==> src/rtl/assert_macros.svh <==
// Concurrent assertion helpers; compiled out for synthesis.
`ifndef ASSERT_MACROS_SVH
`define ASSERT_MACROS_SVH

`ifndef SYNTHESIS

// Check on every edge outside reset.
`define RTQM_ASSERT(lbl, clk, rst_n, prop, msg) \
  lbl: assert property (@(posedge clk) disable iff (!rst_n) prop) else $error(msg);

// Check on every edge, reset included.
`define RTQM_ASSERT_ALWAYS(lbl, clk, prop, msg) \
  lbl: assert property (@(posedge clk) prop) else $error(msg);

`else

`define RTQM_ASSERT(lbl, clk, rst_n, prop, msg)
`define RTQM_ASSERT_ALWAYS(lbl, clk, prop, msg)

`endif

`endif

==> src/rtl/rtqm_pkg.sv <==
`timescale 1ns / 1ps

package rtqm_pkg;

  localparam int SMP_W         = 16;  // reading port width
  localparam int SUM_W         = 17;  // sum of two readings
  localparam int NUM_W         = 18;  // signed sum minus offset
  localparam int DEN_W         = 16;  // scale magnitude
  localparam int PIX_W         = 10;  // pixel coordinate
  localparam int CFG_W         = 17;  // widest register
  localparam int IDX_W         = 3;
  localparam int TRY_W         = DEN_W + PIX_W;
  localparam int DIV_PER_STAGE = 2;
  localparam int DIV_STAGES    = PIX_W / DIV_PER_STAGE;

  typedef enum logic [1:0] {
    STAT_NONE     = 2'd0,
    STAT_UNSTEADY = 2'd1,
    STAT_STEADY   = 2'd2
  } status_t;

  typedef enum logic [IDX_W-1:0] {
    REG_X_OFFSET  = 3'd0,
    REG_Y_OFFSET  = 3'd1,
    REG_X_SCALE   = 3'd2,
    REG_Y_SCALE   = 3'd3,
    REG_WIDTH     = 3'd4,
    REG_HEIGHT    = 3'd5,
    REG_THRESHOLD = 3'd6,
    REG_SPREAD    = 3'd7
  } cfg_idx_t;

  localparam logic [CFG_W-1:0]        RST_X_OFFSET  = 17'd110972;
  localparam logic [CFG_W-1:0]        RST_Y_OFFSET  = 17'd16867;
  localparam logic signed [DEN_W-1:0] RST_X_SCALE   = -16'sd302;
  localparam logic signed [DEN_W-1:0] RST_Y_SCALE   = 16'sd393;
  localparam logic [PIX_W-1:0]        RST_WIDTH     = 10'd240;
  localparam logic [PIX_W-1:0]        RST_HEIGHT    = 10'd320;
  localparam logic [SMP_W-1:0]        RST_THRESHOLD = 16'd8000;
  localparam logic [SMP_W-1:0]        RST_SPREAD    = 16'd100;

  // Per-axis divider state: magnitudes, partial quotient and result flags.
  typedef struct packed {
    logic             zero;  // numerator and scale differ in sign, or scale is zero
    logic             ovf;   // quotient magnitude reaches 2**PIX_W
    logic [SUM_W-1:0] rem;
    logic [DEN_W-1:0] den;
    logic [PIX_W-1:0] quo;
  } axis_t;

  typedef struct packed {
    status_t          status;
    logic [SUM_W-1:0] sum_x;
    logic [SUM_W-1:0] sum_y;
  } front_t;

  typedef struct packed {
    status_t status;
    axis_t   x;
    axis_t   y;
  } mid_t;

  function automatic axis_t axis_front(input logic [SUM_W-1:0] sum,
                                       input logic [CFG_W-1:0] offset,
                                       input logic signed [DEN_W-1:0] scale);
    logic signed [NUM_W-1:0] num;
    logic                    neg;
    logic                    dneg;
    axis_t                   a;
    num    = signed'({1'b0, sum}) - signed'({1'b0, offset});
    neg    = num[NUM_W-1];
    dneg   = scale[DEN_W-1];
    a.rem  = neg ? SUM_W'(-num) : SUM_W'(num);
    a.den  = dneg ? DEN_W'(-scale) : DEN_W'(scale);
    a.zero = (scale == '0) || (neg != dneg);
    a.ovf  = 1'b0;
    a.quo  = '0;
    return a;
  endfunction

  // Quotient is at least 2**PIX_W when rem >= den << PIX_W.
  function automatic axis_t axis_ovf(input axis_t a);
    axis_t b;
    b     = a;
    b.ovf = DEN_W'(a.rem >> PIX_W) >= a.den;
    return b;
  endfunction

  // One restoring step for quotient bit sh.
  function automatic axis_t div_step(input axis_t a, input int unsigned sh);
    logic [TRY_W-1:0] dsh;
    logic [TRY_W-1:0] rem_w;
    axis_t            b;
    b     = a;
    dsh   = TRY_W'(a.den) << sh;
    rem_w = TRY_W'(a.rem);
    if (rem_w >= dsh) begin
      b.rem = SUM_W'(rem_w - dsh);
      b.quo = a.quo | (PIX_W'(1) << sh);
    end
    return b;
  endfunction

  function automatic logic [PIX_W-1:0] pix_final(input axis_t a,
                                                  input logic [PIX_W-1:0] limit);
    logic [PIX_W-1:0] q;
    q = a.zero ? '0 : (a.ovf ? '1 : a.quo);
    return (q > limit) ? limit : q;
  endfunction

endpackage

==> src/rtl/resistive_touch_qualify_and_map.sv <==
`timescale 1ns / 1ps
// Channel  | Ports                                          | Moves
// ---------+------------------------------------------------+--------------------------
// in       | in_valid/in_ready, in_x/y_first/second         | one beat of four readings
// out      | out_valid/out_ready, status, pressed, pixel x/y| one result beat per input
// cfg      | cfg_we, cfg_idx, cfg_data                      | register write, no wait
//
// Throughput is one beat per cycle while the output is not stalled.
// The divider is a 10-bit restoring divider, two quotient bits per stage.
// Reset (rst_n, synchronous) empties the pipeline and loads register defaults.
// A stalled output holds its beat; earlier empty stages keep filling, so input
// stays ready until every stage holds a beat.

`include "assert_macros.svh"

module resistive_touch_qualify_and_map #(
  parameter int SAMPLE_BITS = 16
) (
  input  logic                          clk,
  input  logic                          rst_n,
  input  logic                          in_valid,
  output logic                          in_ready,
  input  logic [rtqm_pkg::SMP_W-1:0]    in_x_first,
  input  logic [rtqm_pkg::SMP_W-1:0]    in_x_second,
  input  logic [rtqm_pkg::SMP_W-1:0]    in_y_first,
  input  logic [rtqm_pkg::SMP_W-1:0]    in_y_second,
  output logic                          out_valid,
  input  logic                          out_ready,
  output logic [1:0]                    out_touch_status,
  output logic                          out_is_pressed,
  output logic [rtqm_pkg::PIX_W-1:0]    out_pixel_x,
  output logic [rtqm_pkg::PIX_W-1:0]    out_pixel_y,
  input  logic                          cfg_we,
  input  logic [rtqm_pkg::IDX_W-1:0]    cfg_idx,
  input  logic [rtqm_pkg::CFG_W-1:0]    cfg_data
);

  localparam int MID_N  = 2 + rtqm_pkg::DIV_STAGES;  // offset, overflow, divide stages
  localparam int NUM_ST = MID_N + 2;                 // plus front and output

  // Configuration registers
  logic [rtqm_pkg::CFG_W-1:0]        x_off_r, y_off_r;
  logic signed [rtqm_pkg::DEN_W-1:0] x_scale_r, y_scale_r;
  logic [rtqm_pkg::PIX_W-1:0]        width_r, height_r;
  logic [rtqm_pkg::SMP_W-1:0]        thr_r, spread_r;

  always_ff @(posedge clk) begin
    if (!rst_n) begin
      x_off_r   <= rtqm_pkg::RST_X_OFFSET;
      y_off_r   <= rtqm_pkg::RST_Y_OFFSET;
      x_scale_r <= rtqm_pkg::RST_X_SCALE;
      y_scale_r <= rtqm_pkg::RST_Y_SCALE;
      width_r   <= rtqm_pkg::RST_WIDTH;
      height_r  <= rtqm_pkg::RST_HEIGHT;
      thr_r     <= rtqm_pkg::RST_THRESHOLD;
      spread_r  <= rtqm_pkg::RST_SPREAD;
    end else if (cfg_we) begin
      case (rtqm_pkg::cfg_idx_t'(cfg_idx))
        rtqm_pkg::REG_X_OFFSET:  x_off_r   <= cfg_data;
        rtqm_pkg::REG_Y_OFFSET:  y_off_r   <= cfg_data;
        rtqm_pkg::REG_X_SCALE:   x_scale_r <= signed'(cfg_data[rtqm_pkg::DEN_W-1:0]);
        rtqm_pkg::REG_Y_SCALE:   y_scale_r <= signed'(cfg_data[rtqm_pkg::DEN_W-1:0]);
        rtqm_pkg::REG_WIDTH:     width_r   <= cfg_data[rtqm_pkg::PIX_W-1:0];
        rtqm_pkg::REG_HEIGHT:    height_r  <= cfg_data[rtqm_pkg::PIX_W-1:0];
        rtqm_pkg::REG_THRESHOLD: thr_r     <= cfg_data[rtqm_pkg::SMP_W-1:0];
        rtqm_pkg::REG_SPREAD:    spread_r  <= cfg_data[rtqm_pkg::SMP_W-1:0];
        default: ;
      endcase
    end
  end

  // Stage handshake: a stage advances when empty or when the next one advances.
  logic [NUM_ST-1:0] v_r, v_nxt, en;

  always_comb begin
    en[NUM_ST-1] = !v_r[NUM_ST-1] || out_ready;
    for (int i = NUM_ST - 2; i >= 0; i--) begin
      en[i] = !v_r[i] || en[i+1];
    end
    v_nxt[0] = en[0] ? in_valid : v_r[0];
    for (int i = 1; i < NUM_ST; i++) begin
      v_nxt[i] = en[i] ? v_r[i-1] : v_r[i];
    end
  end

  always_ff @(posedge clk) begin
    if (!rst_n) begin
      v_r <= '0;
    end else begin
      v_r <= v_nxt;
    end
  end

  assign in_ready  = en[0];
  assign out_valid = v_r[NUM_ST-1];

  // Front stage: qualify the touch and form the raw sums.
  logic [rtqm_pkg::SMP_W-1:0] x1, x2, y1, y2, dx, dy;
  logic                       touched, steady;
  rtqm_pkg::front_t           s0_r, s0_nxt;

  always_comb begin
    x1      = rtqm_pkg::SMP_W'(in_x_first[SAMPLE_BITS-1:0]);
    x2      = rtqm_pkg::SMP_W'(in_x_second[SAMPLE_BITS-1:0]);
    y1      = rtqm_pkg::SMP_W'(in_y_first[SAMPLE_BITS-1:0]);
    y2      = rtqm_pkg::SMP_W'(in_y_second[SAMPLE_BITS-1:0]);
    touched = (x1 >= thr_r) && (x2 >= thr_r) && (y1 >= thr_r) && (y2 >= thr_r);
    dx      = (x1 > x2) ? x1 - x2 : x2 - x1;
    dy      = (y1 > y2) ? y1 - y2 : y2 - y1;
    steady  = (dx <= spread_r) && (dy <= spread_r);
    if (!touched) begin
      s0_nxt.status = rtqm_pkg::STAT_NONE;
    end else if (steady) begin
      s0_nxt.status = rtqm_pkg::STAT_STEADY;
    end else begin
      s0_nxt.status = rtqm_pkg::STAT_UNSTEADY;
    end
    // Drop the sums when not touched.
    s0_nxt.sum_x = touched ? rtqm_pkg::SUM_W'(x1) + rtqm_pkg::SUM_W'(x2) : '0;
    s0_nxt.sum_y = touched ? rtqm_pkg::SUM_W'(y1) + rtqm_pkg::SUM_W'(y2) : '0;
  end

  always_ff @(posedge clk) begin
    if (en[0]) begin
      s0_r <= s0_nxt;
    end
  end

  // Middle stages: offset and sign split, overflow check, then the divider.
  rtqm_pkg::mid_t mid_r [MID_N];
  rtqm_pkg::mid_t mid_nxt [MID_N];

  always_comb begin
    mid_nxt[0].status = s0_r.status;
    mid_nxt[0].x      = rtqm_pkg::axis_front(s0_r.sum_x, x_off_r, x_scale_r);
    mid_nxt[0].y      = rtqm_pkg::axis_front(s0_r.sum_y, y_off_r, y_scale_r);
    mid_nxt[1].status = mid_r[0].status;
    mid_nxt[1].x      = rtqm_pkg::axis_ovf(mid_r[0].x);
    mid_nxt[1].y      = rtqm_pkg::axis_ovf(mid_r[0].y);
  end

  for (genvar k = 0; k < rtqm_pkg::DIV_STAGES; k++) begin : g_div
    localparam int SH_HI = rtqm_pkg::PIX_W - 1 - rtqm_pkg::DIV_PER_STAGE * k;
    always_comb begin
      mid_nxt[k+2] = mid_r[k+1];
      for (int j = 0; j < rtqm_pkg::DIV_PER_STAGE; j++) begin
        mid_nxt[k+2].x = rtqm_pkg::div_step(mid_nxt[k+2].x, SH_HI - j);
        mid_nxt[k+2].y = rtqm_pkg::div_step(mid_nxt[k+2].y, SH_HI - j);
      end
    end
  end

  for (genvar i = 0; i < MID_N; i++) begin : g_mid
    always_ff @(posedge clk) begin
      if (en[i+1]) begin
        mid_r[i] <= mid_nxt[i];
      end
    end
  end

  // Output register: clamp and hold until taken.
  rtqm_pkg::status_t          status_r, status_nxt;
  logic [rtqm_pkg::PIX_W-1:0] pix_x_r, pix_x_nxt, pix_y_r, pix_y_nxt;

  always_comb begin
    status_nxt = mid_r[MID_N-1].status;
    pix_x_nxt  = rtqm_pkg::pix_final(mid_r[MID_N-1].x, width_r);
    pix_y_nxt  = rtqm_pkg::pix_final(mid_r[MID_N-1].y, height_r);
  end

  always_ff @(posedge clk) begin
    if (en[NUM_ST-1]) begin
      status_r <= status_nxt;
      pix_x_r  <= pix_x_nxt;
      pix_y_r  <= pix_y_nxt;
    end
  end

  assign out_touch_status = status_r;
  assign out_is_pressed   = (status_r == rtqm_pkg::STAT_STEADY);
  assign out_pixel_x      = pix_x_r;
  assign out_pixel_y      = pix_y_r;

  `RTQM_ASSERT(a_empty_out_ready, clk, rst_n, !v_r[NUM_ST-1] |-> in_ready, "input blocked with empty output stage")
  `RTQM_ASSERT(a_accept_lands, clk, rst_n, (in_valid && in_ready) |=> v_r[0], "accepted beat missing from front stage")
  `RTQM_ASSERT(a_front_hold, clk, rst_n, (v_r[0] && !en[0]) |=> (v_r[0] && $stable(s0_r)), "stalled front stage changed")
  `RTQM_ASSERT_ALWAYS(a_reset_empty, clk, !rst_n |=> !out_valid, "output valid after reset")

endmodule

==> config.mk <==
export PLATFORM = sky130hd
export DESIGN_NAME = resistive_touch_qualify_and_map
export DESIGN_NICKNAME = d
export VERILOG_FILES = /design/src/rtl/rtqm_pkg.sv /design/src/rtl/resistive_touch_qualify_and_map.sv
export VERILOG_INCLUDE_DIRS = /design/src /design/src/rtl
export SDC_FILE = /design/constraint.sdc
export NUM_CORES = 2
export LEC_CHECK = 0
export ABC_AREA = 1
export BUFFER_PORTS_ARGS = -buffer_cell sky130_fd_sc_hd__buf_2
export CORE_MARGIN = 1.5
export CORE_UTILIZATION = 35
export CTS_CLUSTER_SIZE = 10
export DETAILED_ROUTE_END_ITERATION = 16
export PLACE_DENSITY = 0.57
export SLEW_MARGIN = 30
export SYNTH_ARGS = -nofsm -noshare
export SYNTH_HDL_FRONTEND = slang
export SYNTH_SLANG_ARGS = --single-unit
export TNS_END_PERCENT = 50
==> constraint.sdc <==
create_clock -name clk -period 6.27 [get_ports clk]
set_input_delay 0.3135 -clock clk [delete_from_list [all_inputs] [get_ports clk]]
set_output_delay 0.3135 -clock clk [all_outputs]
set_load 0.05 [all_outputs]
Word-level counts from Yosys, hierarchy flattened. Memories as Yosys holds them, arrays and structs flattened. Index checks and enable logic that the tools add are counted.

Word-level logic and storage cells: 200. Memories: 1. Bits in writable memories: 644. Input bits: 89. Memory bits (read-only): 0. Bits in latches: 0. Register bits: 185.

Memory list: mid_r (words 7, width 92, rd ports 7, clocked after memory_dff 0, write ports 7, line resistive_touch_qualify_and_map.sv:130) `rtqm_pkg::mid_t mid_r [MID_N];`.

Shift operators: 0. $add $sub $neg: 32. Equality and inequality tests: 10. Reductions and logical operators: 35. Magnitude comparators: 32. Mux-type cells: 67. Bitwise gates (word level): 0. Multiply operators: 0. Divide/modulo/power cells: 0.

Operators with widths (count): $mux 17 (22); $sub 17x17->17 (18); $mux 10 (8); $ge 16x16->1 (4); $mux 16 (4); $sub 16x16->16 (4); $ge 17x25->1 (2); $ge 17x24->1 (2); $ge 17x23->1 (2); $ge 17x22->1 (2); $ge 17x21->1 (2); $ge 17x20->1 (2); $ge 17x19->1 (2); $ge 17x18->1 (2); $sub 17x17->18 (2); $add 16x16->17 (2); $ge 17x16->1 (2); $ge 17x17->1 (2); $neg 17->17 (2); $sub 17x16->17 (2); $ge 7x16->1 (2); $gt 16x16->1 (2); $le 16x16->1 (2); $logic_not 16->1 (2); 21 further kinds (80).

Logic depth before layout (Yosys ltp).
Depth in word-level cells: 11. Gate-level depth with buffers: 29. Depth with buffers taken out: 27.

Least setup slack after synthesis. No wires, ideal clock.

Path type: flip-flop to flip-flop. From: register v_r[8]. To: register s0_r (netlist bit mid_nxt[642]) (enable). Arrival time: 6.289 ns. Setup time: 0.612 ns. Required time: 5.658 ns. Period minus slack after synthesis: 6.901 ns. Slack: -0.631 ns. Cell stages (with the launch flop): 12. Cells stage by stage: dfxtp_1 inv_1 nor2_1 inv_2 nor2_2 nand2_2 nor2_4 nand2_2 nor2_2 nand2_1 nor2_2 nand2_1.

Word-level cells in the longest chain between the ends: 10.

RTL lines: from (decl) (line resistive_touch_qualify_and_map.sv:73) `logic [NUM_ST-1:0] v_r, v_nxt, en;`; from (signal assigned) (line resistive_touch_qualify_and_map.sv:90) `v_r <= v_nxt;`; $logic_not 1->1 (line resistive_touch_qualify_and_map.sv:76) `en[NUM_ST-1] = !v_r[NUM_ST-1] || out_ready;`; $logic_or 1x1->1 (line resistive_touch_qualify_and_map.sv:76); net en[8] (line resistive_touch_qualify_and_map.sv:73); $logic_or 1x1->1 (2 in a row) (line resistive_touch_qualify_and_map.sv:78) `en[i] = !v_r[i] || en[i+1];`; net en[6] (line resistive_touch_qualify_and_map.sv:73); $logic_or 1x1->1 (2 in a row) (line resistive_touch_qualify_and_map.sv:78); net en[4] (line resistive_touch_qualify_and_map.sv:73); $logic_or 1x1->1 (2 in a row) (line resistive_touch_qualify_and_map.sv:78); net en[2] (line resistive_touch_qualify_and_map.sv:73); $logic_or 1x1->1 (2 in a row) (line resistive_touch_qualify_and_map.sv:78); net in_ready (line resistive_touch_qualify_and_map.sv:22) `output logic in_ready,`; to (signal assigned) (line resistive_touch_qualify_and_map.sv:125) `s0_r <= s0_nxt;`; to (decl) (line resistive_touch_qualify_and_map.sv:100) `rtqm_pkg::front_t s0_r, s0_nxt;`.

The timed path passes the listed nets, and every way through them passes these cells. A chain may end at the register's enable or synchronous reset.

==> results_tabular.tex <==
\begin{tabular}{lr}
\hline
Metric & Value \\
\hline
\multicolumn{2}{l}{\textbf{Routing}} \\
Via density per instance & 4.93 \\
Number of DRC violations after detailed routing & 0 \\
Post-detailed-routing wire length & 126 mm \\
Drt pass-1 iters & 5 \\
Average wire length per cell after detail routing & approximately 16 um \\
Starting DRC count in detailed routing & around 2.5k \\
Vias after detailed routing & roughly 38k \\
Antenna-violating nets left & 0 \\
\multicolumn{2}{l}{\textbf{Power}} \\
Power density relative to cell area & $\sim$470 nW/um2 \\
Worst IR Drop VDD & 0.233 mV \\
Leakage power total & 24.8 nW \\
\multicolumn{2}{l}{\textbf{Synthesis}} \\
Flops \& latches, synth & between 600 and 700 \\
Net count after synthesis & around 6.4k \\
Seq/Total Area, Yosys & 0.401 \\
Post-synth design cell area & 47,900 um2 \\
Total of warnings raised by yosys & 0 \\
Yosys cell types & 64 \\
Dominant synthesized flop cell & edfxtp\_1 \\
Mapped Cells & about 5.7k \\
EDFF count, synth & about 550 \\
FFs w/ async S/R, synth & 0 \\
Avg Synthesized Cell Area & $\sim$8.4 um2 \\
\multicolumn{2}{l}{\textbf{Critical path}} \\
Ordered cell list for the critical path & ha\_1 -> inv\_1 -> fa\_1 -> nand3\_1 -> nand2\_1 -> a21oi\_1 -> o21ai\_0 -> nand2\_1 -> nand2\_1 -> nand2\_1 -> nand3\_2 -> nand2\_1 -> nand2\_1 -> inv\_1 -> ha\_1 -> a21oi\_1 -> nand2\_1 -> a31oi\_1 -> o21ai\_1 -> nand2\_1 -> nand3\_1 -> inv\_1 -> o21ai\_0 \\
Worst setup path category & reg -> reg \\
Beginning of the worst register-to-register path & mid\_r[2][55]\$\_DFFE\_PP\_ \\
CP Capture Type & flip-flop \\
RR Endpoint & mid\_r[3][77]\$\_DFFE\_PP\_ \\
Worst Path Max Fanout & 12 \\
Type of origin of the critical path & flip-flop \\
Cell with the biggest individual delay on the critical path & inv\_1 \\
R2r worst-path depth & 23 \\
Endpoint required time on the critical path & 6.68 ns \\
Biggest cell delay along the critical path & roughly 0.44 ns \\
Dominant cell type by count on the critical path & nand2\_1 \\
Endpoint arrival time on the critical path & between 5 and 6 ns \\
Register-to-register path setup slack & about 1.5 ns \\
\multicolumn{2}{l}{\textbf{STA}} \\
F\_max & approximately 210 MHz \\
Setup clock skew after layout & 0.0474 ns \\
Relative slew margins & 0.365 \\
Final setup violation count & 0 \\
RSZ-0062 raised after global routing & no \\
Number of pins exceeding their max-slew limit in the final report & 0 \\
Fin. Hold Viols & 0 \\
Final worst hold slack & between 0.05 and 0.06 ns \\
Period Utilization, post-route & 0.765 \\
Worst Tran Pin Value & 0.949 ns \\
Total negative slack for setup checks & 0 ns \\
Post-layout minimum cycle time & $\sim$4.8 ns \\
\multicolumn{2}{l}{\textbf{Die}} \\
DIE WIDTH & $\sim$370 um \\
Die Height & $\sim$370 um \\
Standard-cell rows & approximately 140 \\
IO Pins & between 100 and 150 \\
Core area & approximately 140,000 um2 \\
Initial core utilization & 0.353 \\
Die Footprint & between 100,000 and 150,000 um2 \\
\multicolumn{2}{l}{\textbf{Clock network}} \\
Post-CTS setup-driven buffer insertion count & 0 \\
Post-cts gate resize count & 0 \\
Buffer depth of the longest clock path & 3 \\
Clock transition time at the flip-flop clock pins of the worst setup and hold paths & 0.06 ns \\
CTS HTree Levels & 3 \\
TritonCTS buffer count & 84 \\
Clock sink count & 681 \\
Clock latency at the later pin of the worst-skew pair & roughly 0.67 ns \\
Master cell of the clock root buffer & clkbuf\_16 \\
TritonCTS clock tree & built \\
\multicolumn{2}{l}{\textbf{Final layout}} \\
Filler Cell Count & 13.8k \\
Final-stage net count & about 6.5k \\
Fraction of layout cells with a size suffix above 1 & 0.0711 \\
Syn-to-layout area delta & 10.6\% \\
\multicolumn{2}{l}{\textbf{Place}} \\
Final weighted congestion in routability-driven placement & around 0.92 \\
Quantity of I/O buffers inserted on ports & $\sim$110 \\
HPWL after detailed placement & between 100 and 150 mm \\
\multicolumn{2}{l}{\textbf{Min path}} \\
Hold path startpoint & cfg\_data[12] \\
Worst Hold Class & in -> reg \\
Hold Path End & x\_scale\_r[12]\$\_SDFFE\_PN1P\_ \\
Cell depth of the worst hold path & 3 \\
\multicolumn{2}{l}{\textbf{Status}} \\
Result of the run & completed \\
\multicolumn{2}{l}{\textbf{Global routing}} \\
GR Overflow Total & 0 \\
GRT Overall Usage & 0.177 \\
Pin count of the biggest net entering global routing & between 70 and 80 \\
Vias in the first global route & about 37k \\
Number of antenna violations at the first check in global routing & 10 \\
Global-route wire length before repair & approximately 200 mm \\
\multicolumn{2}{l}{\textbf{Job}} \\
Max-cap violations & 0 \\
\hline
\end{tabular}
-- synth_stat cells (21+ instances only) --
library cell	instances	area [um2]
o21ai_2	30	263
o211ai_1	54	405
buf_2	28	140
inv_2	28	105
ha_1	510	6380
a21o_1	27	203
xor2_1	193	1690
o21bai_1	25	188
a31oi_1	21	131
inv_1	852	3200
nor3_1	74	370
fa_1	26	521
o21a_1	35	263
nand2_2	32	200
clkbuf_1	50	188
nand4_1	107	669
o21ai_0	274	1370
nand2_1	1262	4740
and2_1	33	206
xnor2_1	74	648
dfxtp_1	127	2540
a21oi_1	424	2120
nor2_1	354	1330
edfxtp_1	554	16600
nand3_1	270	1350
o21ai_1	53	265
-- final cells by class --
cell class                      count  area [um2]  share of cell area
Inverter                          883        3320              0.0626
Tap cell                         1781        2230              0.0421
Antenna cell                        3        7.51            0.000142
Multi-Input combinational cell   4053       24800               0.469
Clock buffer                      135        2410              0.0455
Clock inverter                     18         304             0.00574
Timing Repair Buffer              127         678              0.0128
Sequential cell                   681       19200               0.362
-- metal layers --
metal | vias to the layer above | track usage | wire length (um)
li1 | 19444 | - | -
met1 | 17419 | 0.228 | 56800
met2 | 772 | 0.305 | 59600
met3 | 203 | 0.0247 | 5150
met4 | 6 | 0.0585 | 4090
met5 | - | 0 | 41
-- power breakdown --
part	internal (mW)	switching (mW)	leakage, nW
Clock	2.74	1.95	1.29
Sequential	6.37	0.592	7.16
Combinational	5.01	8.39	16.3
Total	14.1	10.9	24.8
-- what timing repair did --
action	4_1_cts	5_1_grt
setup endpoints to repair	0	0
hold endpoints to repair	3	0
hold buffers	2	0
-- cells in the final DEF, fill, tap and decap left out, types with 74 or more instances in the layout --
master / instances
nand2_1: 1260
clkbuf_16: 87
edfxtp_1: 554
ha_1: 510
xor2_1: 193
inv_1: 848
nor3_1: 74
xnor2_1: 74
buf_2: 112
nand3_1: 270
o21ai_0: 273
nor2_1: 353
a21oi_1: 424
dfxtp_1: 127
nand4_1: 107
-- worst max path at each step --
stage                                       from                    endpoint  slack, ns  depth (start not counted)
after global routing      mid_r[2][55]$_DFFE_PP_      mid_r[3][77]$_DFFE_PP_       0.93                         23
after floorplan              v_r[8]$_SDFFE_PN0P_  mid_nxt[642]$_SDFFCE_PN0P_       0.04                         11
final                     mid_r[2][55]$_DFFE_PP_      mid_r[3][77]$_DFFE_PP_       1.47                         23
after global placement    mid_r[2][10]$_DFFE_PP_      mid_r[3][36]$_DFFE_PP_       1.46                         19
after CTS                    v_r[8]$_SDFFE_PN0P_                    in_ready       1.16                         13
after detailed placement  mid_r[2][10]$_DFFE_PP_      mid_r[3][36]$_DFFE_PP_       1.45                         19
-- registers in the layout, summed over array words and instances (netlist names), 16 cells and up --
signal     cells
y_off_r       17
x_off_r       17
x_scale_r     16
s0_r          34
mid_r        496
thr_r         16
y_scale_r     16
spread_r      16
-- logic make-up (layout without fill, tap and decap cells) --
family,after synthesis,in the layout,share of synthesized area
adders and majority gates,536,536,0.144
AOI/OAI and AO/OA,1014,1014,0.122
DFF,681,681,0.401
xor gates and xnor gates,268,268,0.0492
muxes,2,2,0.000418
buffers and inverters,991,1163,0.0818
other,0,3,0
and+or+nand+nor,2233,2233,0.202
-- through the flow --
step | area (um2) | instances | utilization | setup WS (ns) | power (mW)
after global placement | 50200 | 7523 | 0.370 | 1.46 | 20.3
after floorplan | 47900 | 5725 | - | 0.0351 | 17.4
after CTS | 52900 | 7678 | 0.390 | 1.16 | 25.2
after global routing | 52900 | 7678 | 0.390 | 0.932 | 27.4
after detailed placement | 50200 | 7523 | 0.370 | 1.45 | 20.4
final | 52900 | 7681 | 0.390 | 1.47 | 25.0
-- critical path, delay by kind of cell (launching register included) --
kind | cells | cell delay [ns]
compound gates | 6 | 1.03
buf+inv | 3 | 0.54
flops | 1 | 0.43
simple gates | 11 | 1.67
fa+ha+maj | 3 | 0.88
Note: power is estimated with default switching activity, not from simulation.
